--- src/design/rse_pkg.sv ---
// ----------------------------------------------------------------------------
// rse_pkg
// Shared types and constants for the Fisher-Yates shuffle engine.
// ----------------------------------------------------------------------------
package rse_pkg;

    localparam int MAX_ELEMENTS = 64;
    localparam int ELEMENT_BITS = 32;
    localparam int ADDR_W       = $clog2(MAX_ELEMENTS);
    localparam int CNT_W        = $clog2(MAX_ELEMENTS + 1);
    localparam int GEN_W        = 64;
    localparam int PROD_W       = GEN_W + CNT_W;

    localparam logic [GEN_W-1:0] SEED_DEFAULT = 64'd234523452374537324;
    localparam int SHIFT_A = 13;
    localparam int SHIFT_B = 7;
    localparam int SHIFT_C = 17;

    typedef logic [ADDR_W-1:0] thresh_tab_t [MAX_ELEMENTS];

    // 2^64 mod b for each bound b = index + 1, by doubling
    function automatic thresh_tab_t thresh_table();
        thresh_tab_t tab;
        logic [CNT_W:0] r;
        logic [CNT_W:0] b;
        for (int e = 0; e < MAX_ELEMENTS; e++) begin
            b = (CNT_W + 1)'(e + 1);
            r = (CNT_W + 1)'(1);
            if (r >= b) r = r - b;
            for (int s = 0; s < GEN_W; s++) begin
                r = r << 1;
                if (r >= b) r = r - b;
            end
            tab[e] = r[ADDR_W-1:0];
        end
        return tab;
    endfunction

    localparam thresh_tab_t THRESH_TAB = thresh_table();

    // request from the sequencer to the draw unit
    typedef struct packed {
        logic             start;
        logic [CNT_W-1:0] bound;
        logic             seed_load;
        logic [GEN_W-1:0] seed;
    } draw_req_t;

    // answer from the draw unit
    typedef struct packed {
        logic              done;
        logic [ADDR_W-1:0] j;
    } draw_rsp_t;

endpackage

--- src/design/random_shuffle_engine.sv ---
// ----------------------------------------------------------------------------
// random_shuffle_engine
// Loads a set of words, shuffles it in place with Fisher-Yates, streams it out.
// ----------------------------------------------------------------------------
// Loading takes one word per cycle; the last word starts the shuffle.
// Each of the n shuffle steps runs draw attempts (xorshift step, multiply,
// check) until one is accepted, then a read-read-write-write swap in the RAM.
// Output passes each word through a RAM read, then the output register.
// Reset (synchronous, active low) empties the set and loads the default seed;
// the element RAM is not cleared.
module random_shuffle_engine (
    input  logic                           aclk,
    input  logic                           aresetn,
    input  logic                           s_tvalid,
    output logic                           s_tready,
    input  logic [rse_pkg::ELEMENT_BITS-1:0] s_tdata,  // [31:0] element_in
    input  logic                           s_tlast,
    output logic                           m_tvalid,
    input  logic                           m_tready,
    output logic [rse_pkg::ELEMENT_BITS-1:0] m_tdata,  // [31:0] element_out
    output logic                           m_tlast,
    output logic                           m_tuser,  // [0] overflow_seen
    input  logic                           cfg_valid,
    output logic                           cfg_ready,
    input  logic [rse_pkg::GEN_W-1:0]      cfg_data
);
    import rse_pkg::*;

    typedef enum logic [7:0] {
        S_LOAD      = 8'b0000_0001,
        S_DRAW      = 8'b0000_0010,
        S_RD_I      = 8'b0000_0100,
        S_RD_J      = 8'b0000_1000,
        S_WR_I      = 8'b0001_0000,
        S_WR_J      = 8'b0010_0000,
        S_EMIT_RD   = 8'b0100_0000,
        S_EMIT_WAIT = 8'b1000_0000
    } state_t;

    state_t                  state_reg, state_next;
    logic [CNT_W-1:0]        cnt_reg, cnt_next;
    logic                    ovf_reg, ovf_next;
    logic [ADDR_W-1:0]       i_reg, i_next;
    logic [ADDR_W-1:0]       j_reg, j_next;
    logic [ADDR_W-1:0]       k_reg, k_next;
    logic [ELEMENT_BITS-1:0] tmp_reg, tmp_next;
    logic                    mv_reg, mv_next;
    logic [ELEMENT_BITS-1:0] mdata_reg, mdata_next;
    logic                    mlast_reg, mlast_next;
    logic                    muser_reg, muser_next;

    logic                    we;
    logic [ADDR_W-1:0]       waddr, raddr;
    logic [ELEMENT_BITS-1:0] wdata, rdata;
    draw_req_t               dreq;
    draw_rsp_t               drsp;
    logic                    s_acc;
    logic                    k_last;

    assign s_tready  = (state_reg == S_LOAD);
    assign cfg_ready = 1'b1;
    assign s_acc     = s_tvalid && s_tready;
    assign k_last    = ((CNT_W'(k_reg) + CNT_W'(1)) == cnt_reg);

    assign m_tvalid = mv_reg;
    assign m_tdata  = mdata_reg;
    assign m_tlast  = mlast_reg;
    assign m_tuser  = muser_reg;

    rse_ram #(.WIDTH(ELEMENT_BITS), .DEPTH(MAX_ELEMENTS)) u_store (
        .aclk  (aclk),
        .we    (we),
        .waddr (waddr),
        .wdata (wdata),
        .raddr (raddr),
        .rdata (rdata)
    );

    rse_draw u_draw (
        .aclk    (aclk),
        .aresetn (aresetn),
        .req     (dreq),
        .rsp     (drsp)
    );

    // main sequencer: load, shuffle steps, emit
    always_comb begin
        state_next = state_reg;
        cnt_next   = cnt_reg;
        ovf_next   = ovf_reg;
        i_next     = i_reg;
        j_next     = j_reg;
        k_next     = k_reg;
        tmp_next   = tmp_reg;
        mv_next    = mv_reg && !m_tready;
        mdata_next = mdata_reg;
        mlast_next = mlast_reg;
        muser_next = muser_reg;
        we         = 1'b0;
        waddr      = ADDR_W'(cnt_reg);
        wdata      = s_tdata;
        raddr      = i_reg;
        dreq.start     = 1'b0;
        dreq.bound     = CNT_W'(i_reg) + CNT_W'(1);
        dreq.seed_load = cfg_valid;
        dreq.seed      = cfg_data;
        unique case (state_reg)
            S_LOAD: begin
                if (s_acc) begin
                    if (cnt_reg < CNT_W'(MAX_ELEMENTS)) begin
                        we       = 1'b1;
                        cnt_next = cnt_reg + CNT_W'(1);
                    end else begin
                        ovf_next = 1'b1;
                    end
                    if (s_tlast) begin
                        i_next     = ADDR_W'(cnt_next - CNT_W'(1));
                        dreq.start = 1'b1;
                        dreq.bound = cnt_next;
                        state_next = S_DRAW;
                    end
                end
            end
            S_DRAW: begin
                if (drsp.done) begin
                    j_next     = (drsp.j <= i_reg) ? drsp.j : i_reg;
                    state_next = S_RD_I;
                end
            end
            S_RD_I: begin
                raddr      = i_reg;
                state_next = S_RD_J;
            end
            S_RD_J: begin
                raddr      = j_reg;
                tmp_next   = rdata;
                state_next = S_WR_I;
            end
            S_WR_I: begin
                we         = 1'b1;
                waddr      = i_reg;
                wdata      = rdata;
                state_next = S_WR_J;
            end
            S_WR_J: begin
                we    = 1'b1;
                waddr = j_reg;
                wdata = tmp_reg;
                if (i_reg == '0) begin
                    k_next     = '0;
                    state_next = S_EMIT_RD;
                end else begin
                    i_next     = i_reg - ADDR_W'(1);
                    dreq.start = 1'b1;
                    dreq.bound = CNT_W'(i_reg);
                    state_next = S_DRAW;
                end
            end
            S_EMIT_RD: begin
                raddr      = k_reg;
                state_next = S_EMIT_WAIT;
            end
            S_EMIT_WAIT: begin
                raddr = k_reg;
                if (!mv_reg || m_tready) begin
                    mv_next    = 1'b1;
                    mdata_next = rdata;
                    mlast_next = k_last;
                    muser_next = ovf_reg;
                    if (k_last) begin
                        cnt_next   = '0;
                        ovf_next   = 1'b0;
                        state_next = S_LOAD;
                    end else begin
                        k_next     = k_reg + ADDR_W'(1);
                        state_next = S_EMIT_RD;
                    end
                end
            end
            default: state_next = S_LOAD;
        endcase
    end

    // registers
    always_ff @(posedge aclk) begin
        if (!aresetn) begin
            state_reg <= S_LOAD;
            cnt_reg   <= '0;
            ovf_reg   <= 1'b0;
            mv_reg    <= 1'b0;
        end else begin
            state_reg <= state_next;
            cnt_reg   <= cnt_next;
            ovf_reg   <= ovf_next;
            mv_reg    <= mv_next;
        end
        i_reg     <= i_next;
        j_reg     <= j_next;
        k_reg     <= k_next;
        tmp_reg   <= tmp_next;
        mdata_reg <= mdata_next;
        mlast_reg <= mlast_next;
        muser_reg <= muser_next;
    end

    // checks
    a_cnt_range: assert property (@(posedge aclk) disable iff (!aresetn)
        cnt_reg <= CNT_W'(MAX_ELEMENTS))
        else $error("element count beyond capacity");

    a_draw_when_waiting: assert property (@(posedge aclk) disable iff (!aresetn)
        drsp.done |-> (state_reg == S_DRAW))
        else $error("draw finished while sequencer not waiting");

    a_draw_in_range: assert property (@(posedge aclk) disable iff (!aresetn)
        drsp.done |-> (drsp.j <= i_reg))
        else $error("drawn index above current index");

    a_swap_in_set: assert property (@(posedge aclk) disable iff (!aresetn)
        (state_reg == S_WR_J) |-> (CNT_W'(i_reg) < cnt_reg))
        else $error("swap index outside loaded set");

endmodule

--- src/design/rse_ram.sv ---
// ----------------------------------------------------------------------------
// rse_ram
// Generic single write port, single read port RAM with registered read.
// ----------------------------------------------------------------------------
module rse_ram #(
    parameter int WIDTH = 32,
    parameter int DEPTH = 64
) (
    input  logic                     aclk,
    input  logic                     we,
    input  logic [$clog2(DEPTH)-1:0] waddr,
    input  logic [WIDTH-1:0]         wdata,
    input  logic [$clog2(DEPTH)-1:0] raddr,
    output logic [WIDTH-1:0]         rdata
);

    logic [WIDTH-1:0] mem [DEPTH];

    // write port
    always_ff @(posedge aclk) begin
        if (we) begin
            mem[waddr] <= wdata;
        end
    end

    // registered read port
    always_ff @(posedge aclk) begin
        rdata <= mem[raddr];
    end

endmodule

--- src/design/rse_draw.sv ---
// ----------------------------------------------------------------------------
// rse_draw
// xorshift64 generator with multiply-high bounded draw and rejection.
// ----------------------------------------------------------------------------
module rse_draw (
    input  logic                aclk,
    input  logic                aresetn,
    input  rse_pkg::draw_req_t  req,
    output rse_pkg::draw_rsp_t  rsp
);
    import rse_pkg::*;

    typedef enum logic [3:0] {
        D_IDLE = 4'b0001,
        D_STEP = 4'b0010,
        D_MUL  = 4'b0100,
        D_CHK  = 4'b1000
    } dstate_t;

    dstate_t           state_reg, state_next;
    logic [GEN_W-1:0]  gen_reg, gen_next;
    logic [CNT_W-1:0]  bound_reg, bound_next;
    logic [PROD_W-1:0] prod_reg, prod_next;
    logic [GEN_W-1:0]  x0, x1, x2, x3;
    logic [ADDR_W-1:0] thresh;
    logic              reject;

    // one xorshift64 step, zero state replaced by the default seed
    always_comb begin
        x0 = (gen_reg == '0) ? SEED_DEFAULT : gen_reg;
        x1 = x0 ^ (x0 << SHIFT_A);
        x2 = x1 ^ (x1 >> SHIFT_B);
        x3 = x2 ^ (x2 << SHIFT_C);
    end

    // rejection threshold from the bound table
    always_comb begin
        thresh = THRESH_TAB[ADDR_W'(bound_reg - CNT_W'(1))];
        reject = (prod_reg[GEN_W-1:0] < {{(GEN_W-ADDR_W){1'b0}}, thresh});
    end

    // sequencing of draw, multiply and check
    always_comb begin
        state_next = state_reg;
        gen_next   = gen_reg;
        bound_next = bound_reg;
        prod_next  = prod_reg;
        rsp.done   = 1'b0;
        rsp.j      = prod_reg[GEN_W +: ADDR_W];
        unique case (state_reg)
            D_IDLE: begin
                if (req.start) begin
                    bound_next = req.bound;
                    state_next = D_STEP;
                end
            end
            D_STEP: begin
                gen_next   = x3;
                state_next = D_MUL;
            end
            D_MUL: begin
                prod_next  = PROD_W'(gen_reg) * PROD_W'(bound_reg);
                state_next = D_CHK;
            end
            D_CHK: begin
                if (reject) begin
                    state_next = D_STEP;
                end else begin
                    rsp.done   = 1'b1;
                    state_next = D_IDLE;
                end
            end
            default: state_next = D_IDLE;
        endcase
        if (req.seed_load) begin
            gen_next = req.seed;
        end
    end

    // registers
    always_ff @(posedge aclk) begin
        if (!aresetn) begin
            state_reg <= D_IDLE;
            gen_reg   <= SEED_DEFAULT;
        end else begin
            state_reg <= state_next;
            gen_reg   <= gen_next;
        end
        bound_reg <= bound_next;
        prod_reg  <= prod_next;
    end

endmodule
--- config.mk ---
export PLATFORM = sky130hd
export DESIGN_NAME = random_shuffle_engine
export DESIGN_NICKNAME = d
export VERILOG_FILES = /design/src/design/rse_pkg.sv /design/src/design/random_shuffle_engine.sv /design/src/design/rse_ram.sv /design/src/design/rse_draw.sv
export SDC_FILE = /design/constraint.sdc
export NUM_CORES = 2
export LEC_CHECK = 0
export BUFFER_PORTS_ARGS = -buffer_cell sky130_fd_sc_hd__buf_2
export CAP_MARGIN = 10
export CORE_MARGIN = 1.5
export CORE_UTILIZATION = 32
export CTS_CLUSTER_SIZE = 10
export DETAILED_ROUTE_END_ITERATION = 10
export GPL_TIMING_DRIVEN = 0
export MAX_ROUTING_LAYER = met4
export PLACE_DENSITY_LB_ADDON = 0.08
export SLEW_MARGIN = 20
export SYNTH_ARGS = -nofsm -noshare
export SYNTH_HDL_FRONTEND = slang
export SYNTH_HIERARCHICAL = 1
export SYNTH_SLANG_ARGS = --single-unit
--- constraint.sdc ---
create_clock -name aclk -period 13.64 [get_ports aclk]
set_input_delay 3.41 -clock aclk [delete_from_list [all_inputs] [get_ports aclk]]
set_output_delay 3.41 -clock aclk [all_outputs]
set_load 0.01 [all_outputs]
==> results.md <==
Outcome:
- The run finished with clean final reports.

Cells and area:
- The flip-flop count of the largest register after layout is a little over 2000.
- Summing all multi-input logic gate instances after layout gives 0.03551 mm^2.
- The net count of the finished layout is 7534.
- Cells with a size suffix above 1 make up between 20% and 30% of the layout.
- Counting the fill cells in the layout gives just over 30000.
- The total area of sequential cells is between 0.06 and 0.07 mm^2.
- The area growth from synthesis to layout is 18.07%.

Min path:
- The startpoint identified for the worst hold timing path is ovf_reg.
- Counting instances, the worst hold path has a depth of 0.
- The worst hold path belongs to the class reg -> reg.
- The worst hold endpoint is m_tuser.

Setup path:
- Data arrives at the worst endpoint at between 8000 and 9000 ps.
- Traced cell by cell, the critical path runs through buf_4, clkbuf_1, clkbuf_1, and2_1, fa_1, fa_1, fa_1, inv_1, fa_1, inv_1, ha_1, clkbuf_1, and3_1, nand3_1, or2_2, o211ai_1, a21boi_0, o21ai_0, a31oi_1, nand4b_1, and3_1.
- The cell with the largest stage delay on the worst path is clkbuf_1.
- For flop-to-flop paths, the worst setup slack is just under 6000 ps.
- The required arrival time at the worst endpoint is 14290 ps.
- The most common cell type on the critical path is fa_1.
- In this run the number of cells on the critical path is 21.
- The capturing element type of the critical path is a flip-flop.
- The sum of buffers and inverters on the critical path is 6.
- The depth of the worst register-to-register path is 21.
- The endpoint of the lowest-slack register-to-register path is u_draw/prod_reg[39].
- The maximum fanout along the worst path is 10.
- The critical setup path kind is reg -> reg.
- The kind of launch point of the worst setup path is a flip-flop.
- The worst register-to-register path begins at u_draw/bound_reg[2].
- The cell type group with the largest total delay on the critical path is adder cells.
- In this design, the stage delay of the slowest critical-path cell is 860 ps.

Clock tree:
- In this run, post-CTS repair resized a total of 0 instances.
- The number of levels the H-tree was split into is 5.
- The clock latency at the later pin of the worst-skew pair is roughly 930 ps.
- The CTS buffer count is around 290.
- The clock sink total is roughly 2300.
- The post-CTS repair timing setup buffer count is 0.
- The tree is rooted in a clkbuf_16.
- The deepest clock path buffer count is 4.
- The CTS tree is done.
- Clock-pin slew was measured on the worst setup and hold paths at approximately 50 ps.
- The quantity of hold-fixing buffers added after cts is 0.

STA:
- The clock period could shrink to roughly 7700 ps.
- The transition time of the tightest slew-check pin is roughly 1200 ps.
- The tightest slew margin relative to the limit is between 10% and 20%.
- The count of final setup violators is 0.
- The final number of max-transition violations is 0.
- The count of final hold-check violations was 0.
- Setup total negative slack on the finished layout was measured at 0 ps.
- The upper clock frequency limit is ~130 MHz.
- Setup repair after global routing left no endpoint under its margin.
- The clock arrives with between 40 and 50 ps of skew.
- Final hold analysis gives a worst-case slack of 444.9 ps.
- The period utilization is 56.31%.

Flow run:
- The reported max-cap violation count is 0.

Synth:
- The share of the synthesized area in the top cell type is between 60% and 70%.
- The main combinational cell family by area after synthesis is multiplexers.
- The register bit count reported by yosys is approximately 2300.
- Summing the sequential cell areas from Yosys gives around 65% of the chip area.
- The number of enable-type register cells in the synthesized netlist is 2209.
- Summing the areas of all compound-gate instances in the mapped netlist gives roughly 4.4% of the synthesized area.
- The number of nets handed over by synthesis was 6926.
- After Yosys synthesis, XOR and XNOR cells account for between 2 and 2.5% of the synthesized area.
- The cell type with the highest aggregate area in the netlist is edfxtp_1.
- The average instance in the mapped netlist occupies roughly 17 um^2.
- The total of warnings raised by yosys is 6.
- Summing the areas of all fa, ha and maj instances in the mapped netlist gives under 10% of the synthesized area.
- After technology mapping, the gate count stands at ~6400.
- The unique cell type count in the Yosys netlist is 87.
- The most frequently used cell type in the post-synthesis netlist is edfxtp_1.
- By count the netlist is led by 2209 x edfxtp_1, 544 x mux4_2, 389 x and2_1, 380 x nand2_1, 308 x fa_1.
- For this run, the leading register cell type out of synthesis is edfxtp_1.
- For this run, asynchronously set or reset flops after synthesis account for 0%.
- In the synthesized netlist, mux cells make up approximately an eighth of the area.
- After synthesis, the cell types taking the most area are edfxtp_1 62%, mux4_2 12%, fa_1 5.8%.
- The simple-gate portion of the synthesized area is 6.307%.
- The post-synthesis instance area is approximately 0.11 mm^2.

Route:
- The wire length per cell after detailed routing is between 30 and 40 um.
- The via-per-instance ratio is 5.349.
- The via count of the routed design is ~62000.
- For this run, design rule violations remaining after detail routing come to 0.
- The remaining antenna violation count after routing is 0.
- The final layout contains routed wiring with a total length of 389900 um.
- In this run, the number of DRC markers left after iteration 0 of detailed routing was a little over 6000.
- The first TritonRoute pass finished after 6 iterations.

GRT:
- The via count of the first global-routing pass was 62590.
- The first global-routing pass estimated around 530000 um of wire.
- The overall routing resource usage is about a quarter.
- The initial antenna violation count came to 20.
- Entering global routing, the biggest net connects 65 pins.
- The leftover overflow at the end of global routing is 0.

Placed design:
- Routability-driven placement finished with a final weighted congestion of 0.8783.
- The number of buffers inserted by port buffering is 136.
- After legalization and detailed placement, the total HPWL measured roughly 280000 um.

Power:
- The worst supply voltage drop on vdd is ~0.000097 V.
- For this design the ratio of total power to cell area is between 150 and 200 mW/mm^2.
- In this run the static leakage power is about 42 nW.
- Power comes to roughly 19 mW.

Floorplan:
- The top-level port count is between 100 and 150.
- The core region is between 0.3 and 0.4 mm^2.
- The area of the die is roughly 0.34 mm^2.
- The floorplan has around 210 rows.
- Measured along the x axis, the die boundary spans 579.3 um.
- The starting utilization of the core area is between 30 and 40%.
- The floorplan step set the die height to around 580 um.
==> logic make-up after synthesis <==
family,after synthesis
AND/OR/NAND/NOR,1309
buffers and inverters,701
flip-flops,2326
other,1
multiplexers,659
XOR/XNOR,269
adder cells (fa/ha/maj),418
AO/OA/AOI/OAI,723
==> final cells by class <==
class | count | share of cell area [%]
Antenna cell | 7 | 0.01396
Clock inverter | 48 | 0.4098
Multi-Input combinational cell | 3379 | 28.29
Buffer | 411 | 1.483
Inverter | 290 | 0.8674
Clock buffer | 397 | 6.243
Sequential cell | 2326 | 54.72
Timing Repair Buffer | 318 | 3.613
Tap cell | 4366 | 4.353
==> per-layer routing <==
layer  up-vias  part of all wire (%)  global-route usage [%]  routed length [um]
met2      1937                    48                   38.52              188300
met5         -                     0                       -                   0
met4         0                   3.1                   6.803               11980
met1     33650                    44                   31.83              170000
met3       474                   5.0                   2.648               19640
li1      25670                     -                       -                   -
==> worst max path at each step <==
stage / start / to / slack [ps]
2_1_floorplan: s_tvalid / u_store/mem[48][0] / 6930
3_3_place_gp: s_tvalid / u_store/mem[48][14] / 1950
3_5_place_dp: u_draw/bound_reg[1] / state_reg[3] / 5850
4_1_cts: u_draw/bound_reg[1] / state_reg[3] / 5810
5_1_grt: u_draw/bound_reg[2] / u_draw/prod_reg[69] / 5660
6_report: u_draw/bound_reg[2] / u_draw/prod_reg[39] / 5960
==> placed cells by master (no fill, tap or decap), types with 87 or more instances in the layout <==
cell type,n
edfxtp_1,2209
mux4_2,544
and2_1,389
nand2_1,348
clkbuf_1,329
fa_1,308
clkbuf_16,295
inv_1,289
buf_2,206
a21oi_1,201
nor2_1,181
xnor2_1,180
dfxtp_1,117
ha_1,110
mux2i_1,108
o21ai_0,108
o22ai_1,91
xor2_1,87
buf_12,87
==> report_power, final <==
group          total, mW  internal (mW)  switching [mW]  leakage (nW)
clock               7.03           4.06            2.97          4.04
combinational       4.10           1.47            2.63          17.4
sequential          8.04           8.00          0.0398          20.8
total               19.2           13.5            5.64          42.3
==> stage by stage <==
stage | utilization (%) | setup WS, ps | std cells | area [um^2]
after floorplan | - | 6932 | 6406 | 106300
after global placement | 34.01 | 1947 | 10910 | 112400
after detailed placement | 35.44 | 5855 | 11090 | 117100
after CTS | 37.96 | 5805 | 11540 | 125500
after global routing | 37.96 | 5663 | 11540 | 125500
final | 37.97 | 5959 | 11540 | 125500
Power figures use the tool's default switching activity.
